--- src/rtl/ptrt_pkg.sv ---
// types and codes of the periodic task release table
`timescale 1ns / 1ps
package ptrt_pkg;

  localparam int unsigned DVD_W = 32;
  localparam int unsigned PER_W = 16;

  localparam logic [2:0] MODE_TICK     = 3'd0;
  localparam logic [2:0] MODE_CREATE   = 3'd1;
  localparam logic [2:0] MODE_DELETE   = 3'd2;
  localparam logic [2:0] MODE_ACTIVATE = 3'd3;
  localparam logic [2:0] MODE_SUSPEND  = 3'd4;

  localparam logic [1:0] KIND_STATUS = 2'd0;
  localparam logic [1:0] KIND_DUE    = 2'd1;
  localparam logic [1:0] KIND_DONE   = 2'd2;

  localparam logic [1:0] ST_OK   = 2'd0;
  localparam logic [1:0] ST_REJ  = 2'd1;
  localparam logic [1:0] ST_NULL = 2'd2;

  typedef enum logic [4:0] {
    S_IDLE = 5'b00001,
    S_RD   = 5'b00010,
    S_CHK  = 5'b00100,
    S_DIV  = 5'b01000,
    S_NEXT = 5'b10000
  } state_e;

  typedef struct packed {
    logic             start;
    logic [DVD_W-1:0] dividend;
    logic [PER_W-1:0] divisor;
  } mod_req_t;

  typedef struct packed {
    logic done;
    logic rem_zero;
  } mod_rsp_t;

endpackage

--- src/rtl/ptrt_mod.sv ---
// bit-serial restoring remainder unit, one quotient bit per cycle
`timescale 1ns / 1ps
module ptrt_mod
  import ptrt_pkg::*;
(
  input  logic     clk_i,
  input  logic     rst_ni,
  input  mod_req_t req_i,
  output mod_rsp_t rsp_o
);

  localparam int unsigned CW = $clog2(DVD_W);

  logic [DVD_W-1:0] dvd_q;
  logic [PER_W-1:0] div_q;
  logic [PER_W-1:0] rem_q;
  logic [CW-1:0]    cnt_q;
  logic             run_q;
  logic             done_q;

  logic [PER_W:0]   trial;
  logic             fits;
  logic [PER_W-1:0] rem_d;

  assign trial = {rem_q, dvd_q[DVD_W-1]};
  assign fits  = trial >= {1'b0, div_q};
  assign rem_d = fits ? PER_W'(trial - {1'b0, div_q}) : trial[PER_W-1:0];

  always_ff @(posedge clk_i or negedge rst_ni) begin
    if (!rst_ni) begin
      run_q  <= 1'b0;
      done_q <= 1'b0;
      cnt_q  <= '0;
    end else if (req_i.start) begin
      run_q  <= 1'b1;
      done_q <= 1'b0;
      cnt_q  <= '0;
    end else if (run_q) begin
      cnt_q <= cnt_q + 1'b1;
      if (cnt_q == CW'(DVD_W - 1)) begin
        run_q  <= 1'b0;
        done_q <= 1'b1;
      end
    end else begin
      done_q <= 1'b0;
    end
  end

  always_ff @(posedge clk_i) begin
    if (req_i.start) begin
      dvd_q <= req_i.dividend;
      div_q <= req_i.divisor;
      rem_q <= '0;
    end else if (run_q) begin
      dvd_q <= {dvd_q[DVD_W-2:0], 1'b0};
      rem_q <= rem_d;
    end
  end

  assign rsp_o.done     = done_q;
  assign rsp_o.rem_zero = (rem_q == '0);

endmodule

--- src/rtl/periodic_task_release_table_unit.sv ---
// periodic task release table: slot table, tick counter and release walk
//
//  channel  | handshake             | payload
//  ---------+-----------------------+-------------------------------------------
//  command  | start_i / busy_o      | mode_i, slot_i, period_i, handler_present_i
//  result   | valid_o (one cycle)   | kind_o, status_o, task_slot_o, last_o
//
// a create, delete, activate or suspend word gives its status word the next cycle,
// and a new word is taken in that same cycle
// a tick walks the slots one after another: a slot that is not due to be checked
// passes S_RD, S_CHK and S_NEXT, an active one with a nonzero period also waits
// in S_DIV on the 32-step shared remainder unit; busy_o is high throughout a tick
// reset clears the counter and the in-use and active flags; the receiver cannot stall
`timescale 1ns / 1ps
module periodic_task_release_table_unit
  import ptrt_pkg::*;
#(
  parameter int unsigned TASK_SLOTS = 8
) (
  input  logic        clk_i,
  input  logic        rst_ni,
  input  logic        start_i,
  output logic        busy_o,
  input  logic [2:0]  mode_i,
  input  logic [7:0]  slot_i,
  input  logic [15:0] period_i,
  input  logic        handler_present_i,
  output logic        valid_o,
  output logic [1:0]  kind_o,
  output logic [1:0]  status_o,
  output logic [7:0]  task_slot_o,
  output logic        last_o
);

  localparam int unsigned IW = (TASK_SLOTS > 1) ? $clog2(TASK_SLOTS) : 1;

  state_e state_q, state_d;

  logic [DVD_W-1:0]      count_q;
  logic [TASK_SLOTS-1:0] used_q, used_d;
  logic [TASK_SLOTS-1:0] active_q, active_d;
  logic [IW-1:0]         idx_q, idx_d;
  logic [PER_W-1:0]      per_rd_q;
  logic [PER_W-1:0]      period_mem [TASK_SLOTS];

  logic       valid_q, valid_d;
  logic [1:0] kind_q, kind_d;
  logic [1:0] status_q, status_d;
  logic [7:0] task_slot_q, task_slot_d;
  logic       last_q, last_d;

  logic          accept;
  logic          in_range;
  logic [IW-1:0] sidx;
  logic          per_wr;
  logic [PER_W-1:0] per_wdata;

  mod_req_t mod_req;
  mod_rsp_t mod_rsp;

  assign accept   = start_i && !busy_o;
  assign in_range = {1'b0, slot_i} < 9'(TASK_SLOTS);
  assign sidx     = slot_i[IW-1:0];

  ptrt_mod u_mod (
    .clk_i  (clk_i),
    .rst_ni (rst_ni),
    .req_i  (mod_req),
    .rsp_o  (mod_rsp)
  );

  always_comb begin
    state_d     = state_q;
    used_d      = used_q;
    active_d    = active_q;
    idx_d       = idx_q;
    valid_d     = 1'b0;
    kind_d      = KIND_STATUS;
    status_d    = ST_OK;
    task_slot_d = '0;
    last_d      = 1'b0;
    per_wr      = 1'b0;
    per_wdata   = period_i;
    mod_req.start    = 1'b0;
    mod_req.dividend = count_q;
    mod_req.divisor  = per_rd_q;

    unique case (state_q)
      S_IDLE: begin
        if (accept) begin
          if (mode_i == MODE_TICK) begin
            idx_d   = '0;
            state_d = S_RD;
          end else begin
            valid_d = 1'b1;
            last_d  = 1'b1;
            unique case (mode_i)
              MODE_CREATE: begin
                if (!handler_present_i) begin
                  status_d = ST_NULL;
                end else if (in_range && !used_q[sidx]) begin
                  used_d[sidx]   = 1'b1;
                  active_d[sidx] = 1'b0;
                  per_wr         = 1'b1;
                end else begin
                  status_d = ST_REJ;
                end
              end
              MODE_DELETE: begin
                if (in_range && used_q[sidx]) begin
                  used_d[sidx]   = 1'b0;
                  active_d[sidx] = 1'b0;
                  per_wr         = 1'b1;
                  per_wdata      = '0;
                end else begin
                  status_d = ST_REJ;
                end
              end
              MODE_ACTIVATE: begin
                if (in_range && used_q[sidx]) active_d[sidx] = 1'b1;
                else status_d = ST_REJ;
              end
              MODE_SUSPEND: begin
                if (in_range && used_q[sidx]) active_d[sidx] = 1'b0;
                else status_d = ST_REJ;
              end
              default: status_d = ST_REJ;
            endcase
          end
        end
      end
      S_RD: begin
        state_d = S_CHK;
      end
      S_CHK: begin
        if (active_q[idx_q] && per_rd_q != '0) begin
          mod_req.start = 1'b1;
          state_d       = S_DIV;
        end else begin
          state_d = S_NEXT;
        end
      end
      S_DIV: begin
        if (mod_rsp.done) begin
          if (mod_rsp.rem_zero) begin
            valid_d     = 1'b1;
            kind_d      = KIND_DUE;
            task_slot_d = 8'(idx_q);
          end
          state_d = S_NEXT;
        end
      end
      S_NEXT: begin
        if (idx_q == IW'(TASK_SLOTS - 1)) begin
          valid_d = 1'b1;
          kind_d  = KIND_DONE;
          last_d  = 1'b1;
          state_d = S_IDLE;
        end else begin
          idx_d   = idx_q + 1'b1;
          state_d = S_RD;
        end
      end
      default: state_d = S_IDLE;
    endcase
  end

  always_ff @(posedge clk_i or negedge rst_ni) begin
    if (!rst_ni) begin
      state_q     <= S_IDLE;
      count_q     <= '0;
      used_q      <= '0;
      active_q    <= '0;
      idx_q       <= '0;
      valid_q     <= 1'b0;
      kind_q      <= KIND_STATUS;
      status_q    <= ST_OK;
      task_slot_q <= '0;
      last_q      <= 1'b0;
    end else begin
      state_q     <= state_d;
      used_q      <= used_d;
      active_q    <= active_d;
      idx_q       <= idx_d;
      valid_q     <= valid_d;
      kind_q      <= kind_d;
      status_q    <= status_d;
      task_slot_q <= task_slot_d;
      last_q      <= last_d;
      if (accept && mode_i == MODE_TICK) count_q <= count_q + 1'b1;
    end
  end

  always_ff @(posedge clk_i) begin
    if (per_wr) period_mem[sidx] <= per_wdata;
    if (state_q == S_RD) per_rd_q <= period_mem[idx_q];
  end

  assign busy_o      = (state_q != S_IDLE);
  assign valid_o     = valid_q;
  assign kind_o      = kind_q;
  assign status_o    = status_q;
  assign task_slot_o = task_slot_q;
  assign last_o      = last_q;

endmodule

--- config.mk ---
export PLATFORM = sky130hd
export DESIGN_NAME = periodic_task_release_table_unit
export DESIGN_NICKNAME = d
export VERILOG_FILES = /design/src/rtl/ptrt_pkg.sv /design/src/rtl/ptrt_mod.sv /design/src/rtl/periodic_task_release_table_unit.sv
export SDC_FILE = /design/constraint.sdc
export NUM_CORES = 1
export LEC_CHECK = 0
export BUFFER_PORTS_ARGS = -buffer_cell sky130_fd_sc_hd__buf_2
export CAP_MARGIN = 20
export CORE_MARGIN = 2
export CORE_UTILIZATION = 35
export CTS_CLUSTER_SIZE = 28
export DETAILED_ROUTE_END_ITERATION = 7
export HOLD_SLACK_MARGIN = 0.06
export PLACE_DENSITY = 0.52
export SYNTH_ARGS = -nofsm -noshare
export SYNTH_HDL_FRONTEND = slang
export SYNTH_SLANG_ARGS = --single-unit
--- constraint.sdc ---
create_clock -name clk_i -period 4.76 [get_ports clk_i]
set_input_delay 0.952 -clock clk_i [delete_from_list [all_inputs] [get_ports clk_i]]
set_output_delay 0.952 -clock clk_i [all_outputs]
set_load 0.01 [all_outputs]
==> Word-level counts from Yosys, hierarchy flattened <==
Memory sizes are Yosys's and may differ from the RTL's. A register that Yosys moved wholly into a read port is not among the register bits.
Cells that the tools add are included.
{ "classes": {"bitwise_logic": 6, "n_mux": 73, "reduce_logical": 21, "magnitude_cmp": 5, "addsub": 4, "n_eq_ne": 22} }
{ "ops": {"columns": ["cell", "n"], "rows": [
  ["2-to-1 mux 16 bit", 6],
  ["2-to-1 mux 32 bit", 2],
  ["2-to-1 mux 8 bit", 7],
  ["adder 32 x 1 -> 32 bit, second input constant", 1],
  ["2-to-1 mux 5 bit", 6],
  ["2-to-1 mux 1 bit", 28],
  ["one-hot mux 5 bit (5 select lines)", 1],
  ["one-hot mux 8 bit (3 select lines)", 1],
  ["2-to-1 mux 3 bit", 6],
  ["greater-or-equal comparator 17 x 16 -> 1 bit", 1],
  ["bitwise AND 8 bit", 2],
  ["logical NOT 16 bit", 1],
  ["OR 8 bit", 2],
  ["one-hot mux 8 bit (2 select lines)", 1],
  ["nonzero test 16 bit", 1],
  ["subtractor 16 bit", 1],
  ["!= test 2 bit, second input constant", 7],
  ["2-to-1 mux 2 bit", 6],
  ["== test 5 bit, second input constant", 2],
  ["< comparator 3 x 4 -> 1 bit, second input constant", 2],
  ["< comparator 8 x 4 -> 1 bit, second input constant", 1],
  ["inverter 8 bit", 1],
  ["one-hot mux 2 bit (2 select lines)", 2],
  ["AND reduction 8 bit", 1],
  ["29 further kinds", 42]
]} }
{ "totals": {"register_bits": 141, "out_inout_bits": 15, "ram_bits": 128, "in_bits": 31, "mem_count": 1} }
{ "mem_list": {"columns": ["memory", "words", "width", "rd", "rd_clocked_by_memory_dff", "wr", "line", "rtl"], "rows": [
  ["period_mem", 8, 16, 1, 1, 1, "periodic_task_release_table_unit.sv:44", "logic [PER_W-1:0] period_mem [TASK_SLOTS];"]
]} }

==> Logic depth before layout (Yosys ltp) <==
Gate-level depths: netlist of the first run.
{ "logic_depth": {"word_depth": 12, "ltp_mapped": 10, "mapped_depth_nobuf": 10} }

==> Modules after synthesis <==
Synthesis of the first run repeated with hierarchy kept, for this count alone.
{ "hier_totals": {"cells_unflattened": 895, "hier_area_um2": 12667.1} }
{ "modules_own_cells": {"columns": ["module", "cells_each", "instances", "area_each_um2", "seq_area_each_um2"], "rows": [
  ["periodic_task_release_table_unit", 531, 1, 8679.6, 5952.0],
  ["ptrt_mod", 364, 1, 3987.6, 1936.9]
]} }

==> Worst setup path before layout of the first run <==
Ideal clock, no wire load.
{ "synth_timing": {"path_kind": "input-to-reg", "start": "input port slot_i[6]", "end": "register (tool-made name)", "required_time_ps": 4635, "setup_slack_ps": 727, "cell_stages": 7, "n_path_buf": 0, "arrival_ps": 3908, "path_cell_list": "or4_1 > nor2_1 > nand3_1 > nor3_2 > nor2b_4 > nor3_1 > mux2_2"} }
{ "synth_lines": {"columns": ["item", "line", "rtl"], "rows": [
  ["start: declaration", "periodic_task_release_table_unit.sv:25", "input logic [7:0] slot_i,"]
]} }

==> Final worst setup path of the first run <==
{ "layout_timing": {"start": "register idx_q[2]", "end": "register u_mod.dvd_q[7], data pin"} }
{ "layout_between": {"elab_chain_len": 6} }
{ "layout_lines": {"columns": ["item", "line", "rtl"], "rows": [
  ["start: declaration", "periodic_task_release_table_unit.sv:42", "logic [IW-1:0] idx_q, idx_d;"],
  ["start signal: assignment", "periodic_task_release_table_unit.sv:184", "idx_q <= idx_d;"],
  ["binary-select mux 1 bit (select 3 bit)", "periodic_task_release_table_unit.sv:136", "if (active_q[idx_q] && per_rd_q != '0) begin"],
  ["2-to-1 mux 1 bit (not written as such)", "periodic_task_release_table_unit.sv:136", null],
  ["logical AND 1 bit", "periodic_task_release_table_unit.sv:136", null],
  ["2-to-1 mux 1 bit", "periodic_task_release_table_unit.sv:136", null],
  ["2-to-1 mux 1 bit", "periodic_task_release_table_unit.sv:88", "unique case (state_q)"],
  ["2-to-1 mux 32 bit", "ptrt_mod.sv:50", "if (req_i.start) begin"],
  ["end signal: assignment", "ptrt_mod.sv:51", "dvd_q <= req_i.dividend;"],
  ["end signal: assignment", "ptrt_mod.sv:55", "dvd_q <= {dvd_q[DVD_W-2:0], 1'b0};"],
  ["end: declaration", "ptrt_mod.sv:14", "logic [DVD_W-1:0] dvd_q;"]
]} }
No other way between the ends. The select of a mux whose other input is x is not followed.
A chain may end at the register's enable or synchronous reset.

==> key figures, run 1 <==
Placement
  • Gp weighted congestion: 0.769
  • Post-DP Area: 13,100 µm²
  • Hpwl dp: 15.8 mm
  • Port bufs: 40

Clocking
  • # Post-CTS Setup Buffers: 0
  • Reg clk slew, reported paths: 0.06 ns
  • H-tree depth: 1
  • Clk buf depth: 3
  • Post-cts sizing count: 0
  • Cts bufs inserted: 30
  • Clock sink total: 280
  • CTS tree: built
  • Root Driver: clkbuf_16
  • Worst-Skew Late Latency: 0.57 ns
  • Cts-stage hold buffer count: 0

Power and ir drop
  • Pwr per Cell Area: 389 nW/µm²
  • Pleak: 5.24 nW
  • Maximum vdd ir drop: 288 µV

Critical path
  • R2R Setup Slk: 1.39 ns
  • CP Launch Type: flip-flop
  • Max FO, Critical Path: 27
  • Slowest Stage Delay on Critical Path: 0.81 ns
  • Worst path cell trace: inv_2 -> mux2i_1 -> a41o_1 -> nor2_4 -> buf_4 -> mux2_2
  • WP data required: 5.06 ns
  • Worst EP arrival: 3.67 ns
  • Setup CP Type: reg -> reg
  • Critical Path Sink Type: flip-flop
  • Crit-path slowest cell: dfrtp_1

STA
  • Fin Setup TNS: 0 ns
  • Slew Limit Headroom: 41.4%
  • RSZ-0062 raised after global routing: false
  • Worst-Margin Slew: 0.879 ns
  • Layout Skew: 0.0235 ns
  • Fmax: 297 MHz
  • Final Max Slew Viols: 0
  • Clock period minus worst slack: 3.37 ns
  • Final Hold Viols: 0
  • Period Utilization, post-route: 70.8%
  • # setup viols final: 0
  • Hold_ws: 0.437 ns

Detailed routing
  • Via count: 6,900
  • ANT nets after route: 0
  • Vias per inst: 4.93
  • Routed wire length: 23.8 mm
  • First DRT Iteration DRCs: 290
  • Wire per inst: 17.0 µm
  • DRC viols: 0
  • Drt pass-1 iters: 5

Logic synthesis
  • Yosys top cell area share: 46.8%
  • Area contributors post-synth: edfxtp_1 (47%), dfrtp_1 (14%), mux4_2 (6.2%)
  • Seq cells post-synth: 280
  • Post-synthesis sequential area ratio: 64.0%
  • Biggest area consumer among synthesized cells: edfxtp_1
  • Post-synth EDFFs: 192
  • Async S/R FF share, synth: 25.7%
  • Post-synth top cells: edfxtp_1 (192), nand2_1 (94), dfrtp_1 (71)
  • Post-synthesis cell count: 880
  • Synth cell types: 70
  • Main flop type after synthesis: edfxtp_1
  • Synth Warn #: 0
  • Post-Syn Area per Cell: 14.0 µm²
  • Most frequent cell after synthesis: edfxtp_1
  • Post-Syn Area: 12,300 µm²

Final layout
  • Antenna Cells: 0
  • Layout area overhead: 13.3%
  • Design area: 14,000 µm²
  • # nets final: 980
  • Layout cells sized above 1: 20.3%

Floorplan
  • FP Rows: 68
  • IO Pins: 46
  • Core Region: 34,600 µm²
  • Initial Util: 35.6%
  • Die area: 36,700 µm²
  • Die width: 192 µm
  • Die span in y: 192 µm

Global route
  • First-pass GRT wire length: 38.7 mm
  • Grt total ovfl: 0
  • GRT Util Overall: 13.4%
  • Largest net degree at the start of global routing: 49
  • Antenna violations before repair: 0
  • Vias in the first global route: 6,989

Flow run
  • Max Cap Viol: 0

Hold path
  • Worst min path class: in -> async

Status
  • Outcome: finished clean
layout by cell type, fill, tap and decap left out, types with 15 or more instances in the layout:
cell type | netlist | layout
a21oi_1 | 18 | 18
buf_2 | 10 | 39
buf_4 | 5 | 15
clkbuf_16 | 0 | 30
dfrtp_1 | 71 | 70
dfxtp_1 | 16 | 16
edfxtp_1 | 192 | 192
ha_1 | 21 | 21
inv_1 | 31 | 31
mux2_2 | 49 | 49
mux4_2 | 34 | 34
nand2_1 | 94 | 94
nand3_1 | 29 | 29
nor2_1 | 47 | 46
nor2b_1 | 19 | 19
xnor2_1 | 33 | 33
critical path: cells and delay by family (launching register included):
kind / cells / cell delay, ns
buf+inv: 2 / 0.82
compound gates: 1 / 0.32
flops: 1 / 0.81
mux: 2 / 0.63
simple gates: 1 / 0.50
per-stage QoR:
stage	util [%]	instances	total power, mW	worst slack (ns)
floorplan	-	884	3.17	0.727
global placement	37.7	1349	3.34	0.888
detailed placement	37.7	1350	3.35	0.840
CTS	40.3	1401	5.52	1.24
global route	40.3	1401	5.69	1.11
finish	40.3	1401	5.43	1.39
registers in the layout, indices dropped and copies added (netlist names), 2 cells and up, named ones only:
name and count:
count_q 32, idx_q 3, kind_o 2, per_rd_q 16
period_mem 128, state_q 5, status_o 2, task_slot_o 3
u_mod.cnt_q 5, u_mod.div_q 16, u_mod.dvd_q 32, u_mod.rem_q 16
per-layer routing:
metal  vias up  share of wire, %  wire length (µm)  GRT usage, %
li1       3367                 -                 -             -
met1      3404                47             11200          18.7
met2       100                48             11300          21.8
met3        29               3.3               788          2.21
met4         0               1.9               450          3.17
met5         -                 0                 0             0
power by group:
group          internal [mW]  switching [mW]
clock                   1.25           0.907
combinational          0.256           0.304
sequential              2.66          0.0612
total                   4.16            1.27
final cells by class:
type	instances	area, µm²
tap	455	569
multi-input combinational	528	4150
clock buffer	44	823
timing repair buffer	55	319
sequential	280	7890
inverter	32	120
fill	3233	20700
clock inverter	7	85.1
path summary, 6_finish.rpt:
check / depth (start not counted) / from / end
hold / removal: 1 / rst_ni / count_q[14]
min in group clk_i: 0 / per_rd_q[10] / u_mod.div_q[10]
hold reg to reg: 0 / per_rd_q[10] / u_mod.div_q[10]
setup / recovery: 6 / idx_q[2] / u_mod.dvd_q[7]
max in group asynchronous: 2 / rst_ni / state_q[0]
setup reg to reg: 6 / idx_q[2] / u_mod.dvd_q[7]
kinds of logic (layout without fill, tap and decap cells):
group / after synthesis / count (layout) / synth area share [%]
adders and majority gates: 22 / 22 / 2.30
buffers and inverters: 76 / 138 / 2.57
xor gates and xnor gates: 44 / 44 / 3.13
and+or+nand+nor: 282 / 282 / 11.5
AOI/OAI and AO/OA: 79 / 79 / 4.64
other: 1 / 5 / 0.0304
DFF: 280 / 280 / 64.0
muxes: 96 / 96 / 11.8
Note: power is estimated with default switching activity, not from simulation.
==> run 2: changes to the inputs <==
--- a/config.mk
+++ b/config.mk
@@ -5,6 +5,7 @@
 export SDC_FILE = /design/constraint.sdc
 export NUM_CORES = 1
 export LEC_CHECK = 0
+export ABC_AREA = 1
 export BUFFER_PORTS_ARGS = -buffer_cell sky130_fd_sc_hd__buf_2
 export CAP_MARGIN = 20
 export CORE_MARGIN = 2
@@ -12,7 +13,7 @@
 export CTS_CLUSTER_SIZE = 28
 export DETAILED_ROUTE_END_ITERATION = 7
 export HOLD_SLACK_MARGIN = 0.06
-export PLACE_DENSITY = 0.52
+export PLACE_DENSITY = 0.54
 export SYNTH_ARGS = -nofsm -noshare
 export SYNTH_HDL_FRONTEND = slang
 export SYNTH_SLANG_ARGS = --single-unit
==> constraint.sdc (replaced) <==
create_clock -name clk_i -period 3 [get_ports clk_i]
set_input_delay 0.6 -clock clk_i [delete_from_list [all_inputs] [get_ports clk_i]]
set_output_delay 0.6 -clock clk_i [all_outputs]
set_load 0.01 [all_outputs]
==> key figures, run 2 <==
Status
  • Outcome: finished clean

Final layout
  • Design area: 14,900 µm²
  • Most common cell after layout, fill and taps aside: nand2_1
  • Max reg flops: 128
  • Top reg by flops: period_mem
  • Layout area overhead: 13.5%
  • Layout cells sized above 1: 9.75%
  • Final Util: 40.5%
  • Antenna Cells: 0
  • Largest regs: period_mem x128, count_q x32, u_mod.dvd_q x32
  • Post-route insts no fill: 1,924
  • Most frequent cells in the layout: nand2_1 (311), edfxtp_1 (192), nor2_1 (184)
  • Number of fillers in the final layout: 3,577
  • # nets final: 1,485

Logic synthesis
  • Post-synth EDFFs: 192
  • Post-synthesis sequential area ratio: 60.1%
  • Post-Syn Area per Cell: 9.52 µm²
  • Async S/R FF share, synth: 25.7%
  • Biggest area consumer among synthesized cells: edfxtp_1
  • Post-synthesis xor/xnor area fraction: 2.54%
  • Largest family of logic cells by synthesized area: simple AND/OR/NAND/NOR gates
  • Synth cell types: 44
  • Area contributors post-synth: edfxtp_1 (44%), dfrtp_1 (14%), nand2_1 (8.9%)
  • Synth Area in Compound Gates: 7.43%
  • Simple-Gate Fraction of Synth Area: 21.7%
  • Post-synthesis cell count: 1,378
  • Adder-cell share of the synthesized area: 2.15%
  • Main flop type after synthesis: edfxtp_1
  • Post-synth top cells: nand2_1 (311), edfxtp_1 (192), nor2_1 (184)
  • Seq cells post-synth: 280
  • Synth Warn #: 0
  • Post-Syn Area: 13,100 µm²
  • Mux contribution to synthesized area: 0%
  • Most frequent cell after synthesis: nand2_1
  • Yosys top cell area share: 43.9%

Detailed routing
  • Routed wire length: 31.0 mm
  • Drt pass-1 iters: 5
  • ANT nets after route: 0
  • DRC viols: 0
  • Via count: 9,406
  • Wire per inst: 16.1 µm
  • First DRT Iteration DRCs: 719
  • Vias per inst: 4.89

Clocking
  • Cts-stage hold buffer count: 0
  • Reg clk slew, reported paths: 0.06 ns
  • Cts bufs inserted: 30
  • Clk buf depth: 3
  • Root Driver: clkbuf_16
  • H-tree depth: 1
  • Worst-Skew Late Latency: 0.57 ns
  • Post-cts sizing count: 0
  • CTS tree: built
  • # Post-CTS Setup Buffers: 0
  • Clock sink total: 280

Placement
  • Port bufs: 40
  • Placed cell count: 1,868
  • Post-DP Area: 13,900 µm²
  • Gp weighted congestion: 0.862
  • Hpwl dp: 21.2 mm

STA
  • Layout Skew: 0.0133 ns
  • # setup viols final: 0
  • Clock period minus worst slack: 2.49 ns
  • RSZ-0062 raised after global routing: false
  • Slew Limit Headroom: 36.2%
  • Final Hold Viols: 0
  • Final Max Slew Viols: 0
  • Fin Setup TNS: 0 ns
  • Fmax: 402 MHz
  • Period Utilization, post-route: 82.9%
  • Worst-Margin Slew: 0.957 ns

Power and ir drop
  • Maximum vdd ir drop: 483 µV
  • Pwr Total: 9.77 mW
  • Pwr per Cell Area: 656 nW/µm²
  • Pleak: 6.23 nW

Critical path
  • Worst path cell trace: nand4_4 -> nor2_4 -> inv_2 -> nor2_4 -> nand4_1 -> o21ai_0 -> inv_1 -> nor2_1 -> buf_4
  • Critical Path Sink Type: flip-flop
  • CP Launch Type: flip-flop
  • Slowest Stage Delay on Critical Path: 0.58 ns
  • Max FO, Critical Path: 14
  • WP data required: 3.27 ns
  • Setup CP Type: reg -> reg
  • Worst EP arrival: 2.75 ns
  • Crit-path slowest cell: dfstp_2
  • Most used cell, CP: nor2_4
  • Crit path launch: state_q[0]
  • Origin of the critical flop-to-flop path: state_q[0]
  • Buffers plus inverters on the worst setup path: 3
  • Crit path max-delay family: simple AND/OR/NAND/NOR gates

Global route
  • First-pass GRT wire length: 50.1 mm
  • Antenna violations before repair: 0
  • Vias in the first global route: 8,918
  • Largest net degree at the start of global routing: 73
  • Grt total ovfl: 0
  • GRT Util Overall: 16.3%

Hold path
  • Worst min path class: in -> async

Flow run
  • Max Cap Viol: 0

Floorplan
  • FP Rows: 70
  • Core Region: 36,800 µm²
  • IO Pins: 46
  • Initial Util: 35.7%
  • Die area: 39,100 µm²
  • Die width: 198 µm
  • Die span in y: 198 µm
## run 2: layout make-up
class / count / area (µm²) / share of cell area [%]
well taps: 468 / 586 / 3.93
clock buffers: 38 / 801 / 5.37
multi-input cells: 905 / 4460 / 30.0
clock inverters: 18 / 180 / 1.21
flip-flops and latches: 280 / 7890 / 53.0
repair buffers: 68 / 425 / 2.85
inverters: 147 / 554 / 3.72
## run 2: cell families after synthesis
kind of cell / Yosys count
xor+xnor: 38
fa+ha+maj: 22
flops: 280
simple gates: 659
other cells: 1
buf+inv: 197
compound gates: 181
## run 2: power breakdown
group	switching, mW	internal, mW	leakage (nW)	total [mW]
Combinational	0.907	0.438	3.00	1.35
Sequential	0.227	4.51	2.75	4.74
Clock	1.54	2.15	0.485	3.69
Total	2.68	7.09	6.23	9.77
## run 2: worst reg2reg max path, cell delays in order (launching register included)
cell and delay, ns:
dfstp_2 0.58, nand4_4 0.17, nor2_4 0.19, inv_2 0.07
nor2_4 0.12, nand4_1 0.12, o21ai_0 0.12, inv_1 0.25
nor2_1 0.28, buf_4 0.28
## run 2: path summary, 6_finish.rpt
check,endpoint,slack (ns),depth (start not counted)
max in group asynchronous,idx_q[0],2.15,1
min in group clk_i,status_o[0],0.31,3
worst max register to register,period_mem[6][12],0.51,9
worst min-delay path,async pin,0.15,1
worst min register to register,u_mod.div_q[9],0.45,0
worst max-delay path,period_mem[6][12],0.51,9
## run 2: metal layers
layer | track usage [%] | share of wire (%) | vias to the layer above
met4 | 4.57 | 2.6 | 0
met1 | 23.7 | 48 | 4459
li1 | - | - | 4708
met5 | 0 | 0 | -
met2 | 25.3 | 45 | 189
met3 | 2.48 | 3.9 | 50
## run 2: through the flow
stage	hold WS, ns	setup slack (ns)
finish	0.152	0.513
detailed placement	0.436	0.363
CTS	0.205	0.520
global placement	0.434	0.469
global route	0.221	0.328
floorplan	0.304	0.306
